--- src/design/c8bfd_pkg.sv ---
// ----------------------------------------------------------------------------
// c8bfd_pkg
// Shared types, constants and the CRC-8 byte step for the frame deframer.
// ----------------------------------------------------------------------------
package c8bfd_pkg;

  localparam int FRAME_LEN  = 14;
  localparam int IDX_W      = 4;   // index into the 14-byte window
  localparam int CRC_FIRST  = 2;
  localparam int CRC_BYTES  = 11;
  localparam int DIP_POS    = 10;
  localparam int BTN_HI_POS = 11;
  localparam int BTN_LO_POS = 12;
  localparam int CRC_POS    = 13;

  localparam logic [7:0] CRC_POLY     = 8'h07;
  localparam logic [7:0] HDR_FIRST_RST  = 8'hAA;
  localparam logic [7:0] HDR_SECOND_RST = 8'hBB;

  localparam int CFG_IDX_W = 2;
  localparam logic [CFG_IDX_W-1:0] REG_HEADER_FIRST  = 2'd0;
  localparam logic [CFG_IDX_W-1:0] REG_HEADER_SECOND = 2'd1;

  localparam logic signed [1:0] DIR_ZERO = 2'sb00;
  localparam logic signed [1:0] DIR_POS  = 2'sb01;
  localparam logic signed [1:0] DIR_NEG  = 2'sb11;

  // Commands from the controller to the datapath.
  typedef struct packed {
    logic take;       // store the accepted beat in the window
    logic drop_one;   // no header: shift out the oldest byte
    logic crc_clear;  // header found: start the CRC pass
    logic crc_step;   // fold one window byte into the CRC
    logic finish;     // load the result, update totals, consume bytes
  } c8bfd_cmd_t;

  // Status from the datapath to the controller.
  typedef struct packed {
    logic fill_last;  // window holds 13 bytes, next beat completes it
    logic hdr_match;  // first two bytes match the header registers
    logic crc_last;   // current CRC step folds the last byte
    logic out_busy;   // result register full and stalled
  } c8bfd_stat_t;

  // One byte of CRC-8, MSB first, no reflection.
  function automatic logic [7:0] crc8_byte(input logic [7:0] acc, input logic [7:0] data);
    logic [7:0] c;
    c = acc ^ data;
    for (int b = 0; b < 8; b++) begin
      if (c[7]) begin
        c = {c[6:0], 1'b0} ^ CRC_POLY;
      end else begin
        c = {c[6:0], 1'b0};
      end
    end
    return c;
  endfunction

endpackage

--- src/design/crc8_button_frame_deframer.sv ---
// Sequence: a beat that does not complete a 14-byte window is stored; one that
// completes a window with no header adds the header test; one that completes a
// header-aligned frame adds the header test, 11 CRC byte steps at one byte per
// cycle and the result load. Throughput: one byte per cycle while idle; intake
// stalls from a window-completing byte until the block is idle again, with any
// wait for a held result. Reset (rst, synchronous): window empty, totals cleared.
// ----------------------------------------------------------------------------
// crc8_button_frame_deframer
// Header-synchronized 14-byte frame parser with CRC-8 (poly 0x07) check,
// producing button, DIP and clamp direction results per aligned frame.
// ----------------------------------------------------------------------------
module crc8_button_frame_deframer (
  input  logic                             clk,
  input  logic                             rst,
  // byte input channel
  input  logic                             in_valid,
  output logic                             in_stall,
  input  logic [7:0]                       rx_byte,
  input  logic                             homing_done,
  // configuration write channel
  input  logic                             cfg_valid,
  output logic                             cfg_ready,
  input  logic [c8bfd_pkg::CFG_IDX_W-1:0]  cfg_index,
  input  logic [7:0]                       cfg_data,
  // result channel
  output logic                             out_valid,
  input  logic                             out_stall,
  output logic                             frame_good,
  output logic [7:0]                       dip_byte,
  output logic [15:0]                      buttons,
  output logic [15:0]                      released_buttons,
  output logic                             drive_update,
  output logic signed [1:0]                out_dir,
  output logic signed [1:0]                yaw_dir,
  output logic signed [1:0]                roll_dir,
  output logic [31:0]                      good_frame_count,
  output logic [31:0]                      bad_frame_count
);
  import c8bfd_pkg::*;

  c8bfd_cmd_t  cmd;
  c8bfd_stat_t st;

  // Header registers take a write beat on any cycle; an index past the
  // register list is accepted and dropped.
  assign cfg_ready = 1'b1;

  // Controller: takes a byte beat only in its idle state, walks the header
  // test and CRC pass, and waits for a free result register before finishing.
  c8bfd_ctrl u_ctrl (
    .clk      (clk),
    .rst      (rst),
    .in_valid (in_valid),
    .in_stall (in_stall),
    .st       (st),
    .cmd      (cmd)
  );

  // Datapath: window shifts by one on a missing header, by two on a CRC
  // mismatch, and empties on a good frame. The result register sits apart
  // from the intake, so new bytes flow while a result waits for the sink.
  c8bfd_dp u_dp (
    .clk              (clk),
    .rst              (rst),
    .cmd              (cmd),
    .st               (st),
    .rx_byte          (rx_byte),
    .homing_done      (homing_done),
    .cfg_valid        (cfg_valid),
    .cfg_index        (cfg_index),
    .cfg_data         (cfg_data),
    .out_valid        (out_valid),
    .out_stall        (out_stall),
    .frame_good       (frame_good),
    .dip_byte         (dip_byte),
    .buttons          (buttons),
    .released_buttons (released_buttons),
    .drive_update     (drive_update),
    .out_dir          (out_dir),
    .yaw_dir          (yaw_dir),
    .roll_dir         (roll_dir),
    .good_frame_count (good_frame_count),
    .bad_frame_count  (bad_frame_count)
  );

endmodule

--- src/design/c8bfd_ctrl.sv ---
// ----------------------------------------------------------------------------
// c8bfd_ctrl
// Sequencer: byte intake, header test, CRC pass and result hand-off.
// ----------------------------------------------------------------------------
module c8bfd_ctrl (
  input  logic                   clk,
  input  logic                   rst,
  input  logic                   in_valid,
  output logic                   in_stall,
  input  c8bfd_pkg::c8bfd_stat_t st,
  output c8bfd_pkg::c8bfd_cmd_t  cmd
);
  import c8bfd_pkg::*;

  localparam logic [1:0] S_IDLE = 2'd0;
  localparam logic [1:0] S_HDR  = 2'd1;
  localparam logic [1:0] S_CRC  = 2'd2;
  localparam logic [1:0] S_DONE = 2'd3;

  logic [1:0] state;
  logic [1:0] state_next;

  always_ff @(posedge clk) begin
    if (rst) begin
      state <= S_IDLE;
    end else begin
      state <= state_next;
    end
  end

  assign in_stall = (state != S_IDLE);

  always_comb begin
    cmd        = '0;
    state_next = state;
    case (state)
      S_IDLE: begin
        cmd.take = in_valid;
        if (in_valid && st.fill_last) begin
          state_next = S_HDR;
        end
      end
      S_HDR: begin
        if (st.hdr_match) begin
          cmd.crc_clear = 1'b1;
          state_next    = S_CRC;
        end else begin
          cmd.drop_one = 1'b1;
          state_next   = S_IDLE;
        end
      end
      S_CRC: begin
        cmd.crc_step = 1'b1;
        if (st.crc_last) begin
          state_next = S_DONE;
        end
      end
      S_DONE: begin
        // hold until the result register can take a new beat
        if (!st.out_busy) begin
          cmd.finish = 1'b1;
          state_next = S_IDLE;
        end
      end
      default: begin
        state_next = S_IDLE;
      end
    endcase
  end

endmodule

--- src/design/c8bfd_dp.sv ---
// ----------------------------------------------------------------------------
// c8bfd_dp
// Byte window, CRC accumulator, header registers, totals and result register.
// ----------------------------------------------------------------------------
module c8bfd_dp (
  input  logic                             clk,
  input  logic                             rst,
  input  c8bfd_pkg::c8bfd_cmd_t            cmd,
  output c8bfd_pkg::c8bfd_stat_t           st,
  input  logic [7:0]                       rx_byte,
  input  logic                             homing_done,
  input  logic                             cfg_valid,
  input  logic [c8bfd_pkg::CFG_IDX_W-1:0]  cfg_index,
  input  logic [7:0]                       cfg_data,
  output logic                             out_valid,
  input  logic                             out_stall,
  output logic                             frame_good,
  output logic [7:0]                       dip_byte,
  output logic [15:0]                      buttons,
  output logic [15:0]                      released_buttons,
  output logic                             drive_update,
  output logic signed [1:0]                out_dir,
  output logic signed [1:0]                yaw_dir,
  output logic signed [1:0]                roll_dir,
  output logic [31:0]                      good_frame_count,
  output logic [31:0]                      bad_frame_count
);
  import c8bfd_pkg::*;

  logic [7:0]       window [FRAME_LEN];
  logic [IDX_W-1:0] fill;
  logic [IDX_W-1:0] crc_idx;
  logic [7:0]       crc_acc;
  logic             homing;
  logic [7:0]       header_first;
  logic [7:0]       header_second;
  logic [15:0]      last_buttons;
  logic [31:0]      good_total;
  logic [31:0]      bad_total;

  logic [15:0]      cur;
  logic             crc_ok;
  logic [IDX_W-1:0] rd_idx;

  assign cur    = {window[BTN_HI_POS], window[BTN_LO_POS]};
  assign crc_ok = (crc_acc == window[CRC_POS]);
  assign rd_idx = crc_idx + IDX_W'(CRC_FIRST);

  assign st.fill_last = (fill == IDX_W'(FRAME_LEN - 1));
  assign st.hdr_match = (window[0] == header_first) && (window[1] == header_second);
  assign st.crc_last  = (crc_idx == IDX_W'(CRC_BYTES - 1));
  assign st.out_busy  = out_valid && out_stall;

  // header registers
  always_ff @(posedge clk) begin
    if (rst) begin
      header_first  <= HDR_FIRST_RST;
      header_second <= HDR_SECOND_RST;
    end else if (cfg_valid) begin
      if (cfg_index == REG_HEADER_FIRST) begin
        header_first <= cfg_data;
      end
      if (cfg_index == REG_HEADER_SECOND) begin
        header_second <= cfg_data;
      end
    end
  end

  // window contents: append, shift by one or by two
  always_ff @(posedge clk) begin
    if (cmd.take) begin
      window[fill] <= rx_byte;
      homing       <= homing_done;
    end else if (cmd.drop_one) begin
      for (int i = 0; i < FRAME_LEN - 1; i++) begin
        window[i] <= window[i+1];
      end
    end else if (cmd.finish && !crc_ok) begin
      for (int i = 0; i < FRAME_LEN - 2; i++) begin
        window[i] <= window[i+2];
      end
    end
  end

  // fill count
  always_ff @(posedge clk) begin
    if (rst) begin
      fill <= '0;
    end else if (cmd.take) begin
      fill <= fill + 1'b1;
    end else if (cmd.drop_one) begin
      fill <= fill - 1'b1;
    end else if (cmd.finish) begin
      fill <= crc_ok ? '0 : IDX_W'(FRAME_LEN - 2);
    end
  end

  // CRC pass, one byte per cycle
  always_ff @(posedge clk) begin
    if (cmd.crc_clear) begin
      crc_acc <= '0;
      crc_idx <= '0;
    end else if (cmd.crc_step) begin
      crc_acc <= crc8_byte(crc_acc, window[rd_idx]);
      crc_idx <= crc_idx + 1'b1;
    end
  end

  // totals and button history
  always_ff @(posedge clk) begin
    if (rst) begin
      good_total   <= '0;
      bad_total    <= '0;
      last_buttons <= '0;
    end else if (cmd.finish) begin
      if (crc_ok) begin
        good_total   <= good_total + 1'b1;
        last_buttons <= cur;
      end else begin
        bad_total <= bad_total + 1'b1;
      end
    end
  end

  // result register
  always_ff @(posedge clk) begin
    if (rst) begin
      out_valid <= 1'b0;
    end else if (cmd.finish) begin
      out_valid <= 1'b1;
    end else if (!out_stall) begin
      out_valid <= 1'b0;
    end
  end

  always_ff @(posedge clk) begin
    if (cmd.finish) begin
      frame_good       <= crc_ok;
      dip_byte         <= '0;
      buttons          <= '0;
      released_buttons <= '0;
      drive_update     <= 1'b0;
      out_dir          <= DIR_ZERO;
      yaw_dir          <= DIR_ZERO;
      roll_dir         <= DIR_ZERO;
      good_frame_count <= crc_ok ? good_total + 1'b1 : good_total;
      bad_frame_count  <= crc_ok ? bad_total : bad_total + 1'b1;
      if (crc_ok) begin
        dip_byte         <= window[DIP_POS];
        buttons          <= cur;
        released_buttons <= last_buttons & ~cur;
        if (homing) begin
          drive_update <= 1'b1;
          out_dir      <= cur[4] ? DIR_NEG : (cur[5] ? DIR_POS : DIR_ZERO);
          yaw_dir      <= cur[0] ? DIR_POS : (cur[8] ? DIR_NEG : DIR_ZERO);
          roll_dir     <= cur[1] ? DIR_NEG : (cur[9] ? DIR_POS : DIR_ZERO);
        end
      end
    end
  end

endmodule

--- config.mk ---
export PLATFORM = sky130hd
export DESIGN_NAME = crc8_button_frame_deframer
export DESIGN_NICKNAME = d
export VERILOG_FILES = /design/src/design/c8bfd_pkg.sv /design/src/design/crc8_button_frame_deframer.sv /design/src/design/c8bfd_ctrl.sv /design/src/design/c8bfd_dp.sv
export SDC_FILE = /design/constraint.sdc
export NUM_CORES = 1
export LEC_CHECK = 0
export ABC_CLOCK_PERIOD_IN_PS = 17400
export BUFFER_PORTS_ARGS = -buffer_cell sky130_fd_sc_hd__buf_2
export CORE_MARGIN = 2
export CORE_UTILIZATION = 30
export DETAILED_ROUTE_END_ITERATION = 7
export PLACE_DENSITY = 0.53
export REMOVE_ABC_BUFFERS = 1
export SYNTH_ARGS = -nofsm -noshare
export SYNTH_HDL_FRONTEND = slang
export SYNTH_HIERARCHICAL = 1
export SYNTH_SLANG_ARGS = --single-unit
--- constraint.sdc ---
create_clock -name clk -period 17.4 [get_ports clk]
set_input_delay 0 -clock clk [delete_from_list [all_inputs] [get_ports clk]]
set_output_delay 0 -clock clk [all_outputs]
set_load 0.02 [all_outputs]
== Word-level counts from Yosys, hierarchy flattened ==
Memories as Yosys holds them, arrays and structs flattened.
Cells that the tools add are included.

* Reductions and logical operators: 16
* Eq/ne operators: 13
* Bitwise gates (word level): 25
* Multiplexer cells: 73
* $add $sub $neg: 6

{| class="wikitable"
|+ Operator list
! operator !! count
|-
| 2-to-1 mux 8 bit || 27
|-
| adder 32 x 1 -> 32 bit (second input constant) || 2
|-
| 2-to-1 mux 32 bit || 2
|-
| == test 8 bit || 3
|-
| 2-to-1 mux 3 bit || 8
|-
| inverter 3 bit || 8
|-
| 2-to-1 mux 1 bit || 22
|-
| 2-to-1 mux 4 bit || 5
|-
| bitwise AND 16 bit || 1
|-
| 2-to-1 mux 2 bit || 8
|-
| inverter 16 bit || 1
|-
| bitwise OR 1 bit || 12
|-
| adder 4 x 1 -> 4 bit (second input constant) || 2
|-
| == test 4 bit (second input constant) || 2
|-
| case mux 2 bit (4 select lines) || 1
|-
| AND reduction 2 bit || 4
|-
| OR reduction 8 bit || 1
|-
| bitwise XOR 8 bit || 1
|-
| adder 4 x 2 -> 4 bit (second input constant) || 1
|-
| == test 2 x 1 -> 1 bit (second input constant) || 2
|-
| == test 2 bit (second input constant) || 2
|-
| logical AND 1 bit || 4
|-
| zero test 2 bit || 2
|-
| inequality test 2 x 1 -> 1 bit (second input constant) || 2
|-
| 8 further kinds || 10
|}

* Memories: 1
* RAM bits: 112
* Flip-flop bits (word level): 228
* Output and inout bits: 115
* Logic and storage cells: 156

{| class="wikitable"
|+ Memories
! name !! words !! width !! read ports !! clocked after Yosys merged registers in !! write ports !! RTL line !! text
|-
| u_dp.window || 14 || 8 || 15 || 0 || 13 || c8bfd_dp.sv:30 || <nowiki>logic [7:0] window [FRAME_LEN];</nowiki>
|}

== Logic depth before layout (Yosys ltp) ==
Gate-level depths: netlist (run 1).
An unclocked memory read counts as a cell.

* Depth after elaboration: 33
* Depth in mapped cells: 12
* Depth with buffers taken out: 10

== Modules after synthesis ==
The synthesis (run 1) kept the hierarchy.

{| class="wikitable"
|+ By module, submodules not included
! module !! cells each !! instances !! area each (µm²)
|-
| c8bfd_dp || 1337 || 1 || 16246.8
|-
| c8bfd_ctrl || 18 || 1 || 132.6
|-
| crc8_button_frame_deframer || 2 || 1 || 11.3
|}

== Worst setup path before layout (run 1) ==
OpenSTA, ideal clock, no wires.

* Path type: reg-to-reg
* Start point: register u_dp.out_valid
* End point: memory u_dp.window[0][0], enable pin
* Cell stages (with the launch flop): 9
* Path slack: 6.276 ns
* Buffers on the path: 3
* Arrival time: 10.740 ns
* Data required time: 17.016 ns
* Period minus slack after synthesis: 11.124 ns
* Setup time: 0.384 ns
* Path through: dfxtp_1 -> and2_1 -> nor3b_1 -> and3_1 -> clkbuf_1 -> nor2_1 -> clkbuf_1 -> clkbuf_1 -> o21ai_0

{| class="wikitable"
|+ RTL lines
! item !! RTL line !! text
|-
| from (decl) || c8bfd_dp.sv:15 || <nowiki>output logic out_valid,</nowiki>
|-
| from (signal assigned) || c8bfd_dp.sv:128 || <nowiki>out_valid <= 1'b0;</nowiki>
|-
| from (signal assigned) || c8bfd_dp.sv:130 || <nowiki>out_valid <= 1'b1;</nowiki>
|-
| from (signal assigned) || c8bfd_dp.sv:132 || <nowiki>out_valid <= 1'b0;</nowiki>
|-
| to (decl) || c8bfd_dp.sv:30 ||
|}

==> flow_summary.toml, run 1 <==
[outcome]
status = "complete, no violations"

[timing]
fmax_ghz = 0.2440
min_period_ns = 4.098
tightest_slew_ns = 1.195
max-slew-margin-rel = 0.2033
rsz0062_at_grt = "false"
fin_tns_setup_ns = 0
skew_ns = 0.02405
drv_slew = 0
finalCritPeriodShare = 0.2355
hold_viol = 0
setup_viol = 0
hold_slack_ns = 0.2083

[worst_hold_path]
hold_class = "input port to register"

[yosys]
yosysWarnings = 6
synth_compound_area_frac = 0.08282
ys.flop_type = "edfxtp_1"
async_flop_share = 0
avgSynthCellArea_sq_um = 12.08
synth_seq_cells = 356
syn_area_sq_um = 16390
netlist_instances = 1357
synth.top_cell.area_share = 0.4415
synth-edff-count = 241
synth_area_leaders = "edfxtp_1 (44%), dfxtp_1 (14%), a221o_1 (5.9%), xor2_1 (4.8%), mux4_2 (4.3%)"
yosysSeqAreaShare = 0.5820
synth.area.mux_share = 0.06076
synth_simple_gate_area_frac = 0.1456
synthAdderAreaFrac = 0.006870
synth.largest_area_cell = "edfxtp_1"
synth_xor_xnor_area_share = 0.09160
synth_top_family_by_area = "simple AND/OR/NAND/NOR gates"
yosysUniqueCellTypes = 53

[routing]
antenna_left = 0
wl_per_cell_microns = 19.81
route.detailed.drc = 0
vias = 11338
via_per_inst = 5.128
drt-initial-drc-count = 989
first_pass_iters = 5
wirelength_microns = 43800

[placed_design]
io_buffers = 137
gp_congestion = 0.8014
placed_area_sq_um = 17700
placed_cells = 2108
dp.final_hpwl_microns = 29260

[clock_network]
clk_latency_ns = 0.57
path_clk_slew_ns = 0.06
clockBufferDepth = 3
h-tree-depth = 2
cts_resized = 0
numCtsBuffers = 41
clock-sinks = 356
cts_tree = "done"
root_buffer = "clkbuf_16"

[cells_and_area]
final_layout_size_suffix_gt1_frac = 0.1762
final_area_sq_um = 19240
area_delta_synth_final_pct = 17.40
diodes = 0
stdcell_count = 2211
nNetsFinal = 1516

[critical_path]
endpoint_kind = "register"
cp.required_ns = 17.69
worstPathArrival_ns = 4.39
cp_max_fo = 107
start_kind = "register"
worstSetupPathType = "register to register"

[floorplanning]
die_width_microns = 237.7
start_util = 0.3040
rows = 85
io_pins = 139
die_height_microns = 237.7
die_area_sq_um = 56520
core-area_sq_um = 53920

[power]
power.share.clock = 0.417
p_switching_uw = 487.1
power_frac_seq = 0.472
p_comb_frac = 0.112
pwr_density_cell_nw_per_um2 = 102.3
p_total_uw = 1968
peakVddDrop_mv = 0.06857
netSwitchingFraction = 0.2475
leakage_uw = 0.006388
intPower_uw = 1481

[run]
maxCapViolCount = 0

[grt]
grt.overflow.total = 0
grt_pass1_wl_microns = 66540
grt.total_usage = 0.1514
grt_max_degree = 171
antenna_found_initial = 0
grt_pass1_vias = 11112
==> critical path, cell delays in order (launching register included) <==
cell	delay (ns)
edfxtp_1	0.45
xnor2_1	0.18
nand4_1	0.08
nor4_1	0.08
nor3_1	0.60
nor2b_4	0.26
buf_4	0.87
nor2_1	0.29
buf_4	0.29
and2_1	0.33
a221o_1	0.34
==> kinds of logic after synthesis <==
logic type	after synthesis
compound gates	159
xor+xnor	168
fa+ha+maj	9
buf+inv	115
flops	356
mux	57
other cells	1
simple gates	492
==> power groups by stage <==
stage          Clock [uW]  Combinational (uW)  Sequential, uW
2_1_floorplan           0                 147             949
3_3_place_gp            0                 212             946
3_5_place_dp            0                 214             946
4_1_cts               843                 221             928
5_1_grt               878                 238             929
6_report              820                 220             928
==> stage by stage <==
| step | setup WS [ns] | utilization |
|---|---|---|
| 3_3_place_gp | 13.23 | 0.3272 |
| 5_1_grt | 12.98 | 0.3569 |
| 6_report | 13.30 | 0.3569 |
| 4_1_cts | 13.29 | 0.3567 |
| 2_1_floorplan | 0.9356 | - |
| 3_5_place_dp | 13.31 | 0.3282 |
==> routing by layer <==
| layer | vias up | part of all wire | global-route usage |
|---|---|---|---|
| met2 | 312 | 0.47 | 0.2419 |
| met1 | 5699 | 0.45 | 0.2056 |
| met4 | 0 | 0.018 | 0.04155 |
| li1 | 5273 | - | - |
| met5 | - | 0 | 0 |
| met3 | 54 | 0.060 | 0.03530 |
==> registers in the layout, indices dropped and copies added, names as in the netlist, 4 cells and up, named ones only <==
| signal | cells |
|---|---|
| u_dp/window | 128 |
| u_dp/bad_frame_count | 32 |
| u_dp/bad_total | 32 |
| u_dp/good_frame_count | 32 |
| u_dp/good_total | 32 |
| u_dp/buttons | 16 |
| u_dp/last_buttons | 16 |
| u_dp/released_buttons | 16 |
| u_dp/crc_acc | 8 |
| u_dp/dip_byte | 8 |
| u_dp/header_first | 8 |
| u_dp/header_second | 8 |
| u_dp/crc_idx | 4 |
| u_dp/fill | 4 |
==> cell usage in the layout, fill, tap and decap left out, types with 5 or more instances in the layout <==
master / instances
clkbuf_8: 7
nor2_1: 123
mux4_2: 31
nor3_1: 18
nand2_1: 127
and2_1: 14
ha_1: 9
nand3b_1: 7
nand3_1: 83
buf_2: 136
clkbuf_1: 13
o21ai_0: 7
xnor2_1: 75
dlygate4sd3_1: 27
edfxtp_1: 241
a21oi_1: 25
dfxtp_1: 114
xor2_1: 89
nor2b_1: 7
or3_1: 5
clkinv_2: 9
buf_4: 19
a221o_1: 97
mux2i_1: 20
a211oi_1: 7
clkbuf_16: 41
nand4_1: 28
and3_1: 38
nor3b_1: 18
inv_1: 14
o21ai_1: 12
==> synthesized netlist by cell type, types with 5 or more instances <==
cell type  instances
a211oi_1           7
a21oi_1           25
a221o_1           97
and2_1            14
and3_1            39
buf_1              6
buf_2             19
clkbuf_1          71
dfxtp_1          115
edfxtp_1         241
ha_1               9
inv_1             14
mux2i_1           20
mux4_2            31
nand2_1          127
nand3_1           83
nand3b_1           7
nand4_1           28
nor2_1           123
nor2b_1            8
nor3_1            18
nor3b_1           20
o21ai_0           19
or3_1              5
xnor2_1           75
xor2_1            89
==> final timing paths <==
| path | start | to | slack (ns) | depth (start not counted) |
|---|---|---|---|---|
| setup / recovery | u_dp/window[1][0] | u_dp/window[1][3] | 13.30 | 10 |
| setup reg to reg | u_dp/window[1][0] | u_dp/window[1][3] | 13.30 | 10 |
| hold / removal | homing_done | u_dp/homing | 0.21 | 2 |
| hold reg to reg | u_dp/last_buttons[13] | u_dp/last_buttons[13] | 0.45 | 2 |
==> final cells by class <==
type | count | area (sq um)
fillers | 5270 | 34680
multi-input cells | 886 | 6389
well taps | 696 | 870.8
clock buffers | 61 | 1171
clock inverters | 14 | 98.84
repair buffers | 184 | 1121
inverters | 14 | 52.55
flip-flops and latches | 356 | 9540
==> timing repair <==
item / CTS / global route
setup buffers: 0 / 0
hold buffers: 27 / 0
setup endpoints to repair: 0 / 0
hold endpoints to repair: 51 / 0
Power figures use the tool's default switching activity.
==> inputs of run 2 (changes only) <==
- ABC_AREA: not set -> 1
- ABC_CLOCK_PERIOD_IN_PS: 17400 -> 3410
- PLACE_DENSITY: 0.53 -> 0.54
- clock period: 17.4 -> 3.41 ns (I/O delays scaled with it)
==> run 2 against run 1 <==
  * Highest routed layer unchanged
  * Critical endpoint is now u_dp/window[0][2]
  * Die area up 6.9%
  * Cell count grew 30%
  * Sequential cell count stayed put
  * Critical path type unchanged
  * Largest cell class unchanged
  * Global-route usage up 1.0 points
  * Combinational power increased to 14 times the previous value
  * Worst setup slack got worse by 13 ns
  * Maximum frequency increased by 28%
  * Non-clock buffer count rose by 18
  * Area after synthesis rose by 7.0%
==> flow_summary.toml, run 2 <==
[yosys]
synth.largest_area_cell = "edfxtp_1"
synth_area_leaders = "edfxtp_1 (41%), dfxtp_1 (13%), nand2_1 (6.9%), inv_1 (6.2%), o21ai_0 (4.4%)"
async_flop_share = 0
yosysSeqAreaShare = 0.5439
synth-edff-count = 241
netlist_instances = 1933
yosysUniqueCellTypes = 44
yosysWarnings = 6
synth_seq_cells = 356
synth.top_cell.area_share = 0.4127
yosys.cell_count.top_type = "nand2_1"
ys.flop_type = "edfxtp_1"
yosys-top-cells-count = "nand2_1 (324), inv_1 (289), edfxtp_1 (241)"
syn_area_sq_um = 17540
avgSynthCellArea_sq_um = 9.072

[critical_path]
cp_cell_sequence = "inv_1, or2_2, o2111ai_1, a2111o_1, nor4_2, nor2_1, nor2_1, inv_1, nor3_4, nor2_4, nand2_1, o221ai_1"
endpoint_kind = "register"
start_kind = "register"
worstSetupPathType = "register to register"
cp.required_ns = 3.69
reg2reg_setup_slack_ns = 0.20
worstPathArrival_ns = 3.49
critPathSlowestCell = "nand2_1"
cp_max_fo = 20
max_stage_delay_ns = 0.44

[timing]
hold_viol = 0
rsz0062_at_grt = "false"
drv_slew = 0
tightest_slew_ns = 1.089
fin_tns_setup_ns = 0
setup_viol = 0
fmax_ghz = 0.3118
min_period_ns = 3.207
finalCritPeriodShare = 0.9404
skew_ns = 0.01559
max-slew-margin-rel = 0.2739
setup_ws_ns = 0.2032

[placed_design]
gp_congestion = 0.8587
dp.final_hpwl_microns = 33820
place_ws_ns = 0.008127
io_buffers = 137

[grt]
grt_max_degree = 127
grt_pass1_vias = 13823
grt.overflow.total = 0
grt_pass1_wl_microns = 76820
grt.total_usage = 0.1615
antenna_found_initial = 0

[floorplanning]
die_height_microns = 245.8
io_pins = 139
rows = 88
die_width_microns = 245.8
core-area_sq_um = 57700
start_util = 0.3040
die_area_sq_um = 60410

[outcome]
status = "complete, no violations"

[cells_and_area]
area_delta_synth_final_pct = 17.25
largest_reg_flops = 128
final_layout_size_suffix_gt1_frac = 0.1366
mostFrequentLayoutCells = "nand2_1 (324), inv_1 (288), edfxtp_1 (241)"
final_core_util = 0.3564
top_register = "u_dp/window"
layout_commonest_cell = "nand2_1"
diodes = 0
nNetsFinal = 2115

[clock_network]
numCtsBuffers = 41
clk_latency_ns = 0.58
cts_tree = "done"
clock-sinks = 356
root_buffer = "clkbuf_16"
path_clk_slew_ns = 0.06
h-tree-depth = 2
clockBufferDepth = 3

[power]
pwr_density_cell_nw_per_um2 = 592.6
p_total_uw = 12180
peakVddDrop_mv = 0.3221
leakage_uw = 0.008300

[routing]
top_layer_used = "met4"
wl_per_cell_microns = 17.00
antenna_left = 0
met1_length_microns = 22120
route.met2.wl_microns = 22850
wl_met3_microns = 2681
vias = 14226
route.detailed.drc = 0
drt-initial-drc-count = 1258
first_pass_iters = 5
wirelength_microns = 48960
via_per_inst = 4.940

[worst_hold_path]
hold_class = "input port to register"

[run]
maxCapViolCount = 0
-- run 2: cell types whose count changed after synthesis, moves of 47 or more --
cell,change
inv_1,+275
a221o_1,-97
o221ai_1,+59
a21oi_1,+89
nand2_1,+197
o21ai_0,+136
nand3_1,+47
xnor2_1,-59
-- run 2: worst max-delay path, delay by kind of cell, from the launching register on --
kind	cells	cell delay (ns)
simple gates	7	1.69
compound gates	3	0.62
flops	1	0.36
buf+inv	2	0.23
-- run 2: cells by family after synthesis --
family / after synthesis / share of synthesized area
AND/OR/NAND/NOR: 694 / 0.1716
AO/OA/AOI/OAI: 399 / 0.1442
buffers and inverters: 393 / 0.09275
flip-flops: 356 / 0.5439
XOR/XNOR: 81 / 0.04088
adder cells (fa/ha/maj): 9 / 0.006421
other: 1 / 0.0002138
-- run 2: final timing paths --
path / startpoint / endpoint / cells past startpoint
setup / recovery: u_dp/window[1][5] / u_dp/window[0][2] / 12
hold / removal: cfg_valid / u_dp/header_second[2] / 5
setup reg to reg: u_dp/window[1][5] / u_dp/window[0][2] / 12
hold reg to reg: u_dp/last_buttons[2] / u_dp/last_buttons[2] / 2
-- run 2: timing repair --
item	in CTS	in global routing
hold buffers	24	0
buffers inserted	0	0
hold endpoints to repair	85	0
resized for setup	0	1
setup endpoints to repair	0	78
-- run 2: metrics by stage --
stage	hold slack, ns	cell area [sq um]	cells
floorplan	0.06907	17030	1837
global placement	0.1806	19050	2780
detailed placement	0.1860	19050	2780
CTS	0.08209	20560	2880
global route	0.1444	20560	2880
finish	0.07265	20560	2880
-- run 2: where the power goes --
group	switching (uW)	leakage [uW]	internal, uW	total (uW)
Clock	1830	0.000619	2380	4210
Combinational	2100	0.00446	966	3060
Sequential	135	0.00322	4780	4920
Total	4060	0.00830	8120	12200
-- run 2: layout make-up --
class | count | area [sq um]
fillers | 5990 | 37130
clock inverters | 20 | 151.4
inverters | 297 | 1119
repair buffers | 202 | 1296
well taps | 765 | 957.2
clock buffers | 56 | 1112
flip-flops and latches | 356 | 9542
multi-input cells | 1184 | 6385
-- run 2: metal layers --
layer	global-route usage	vias up
met5	0	-
met1	0.2163	6867
met3	0.02488	82
met2	0.2642	391
met4	0.05651	0
li1	-	6886
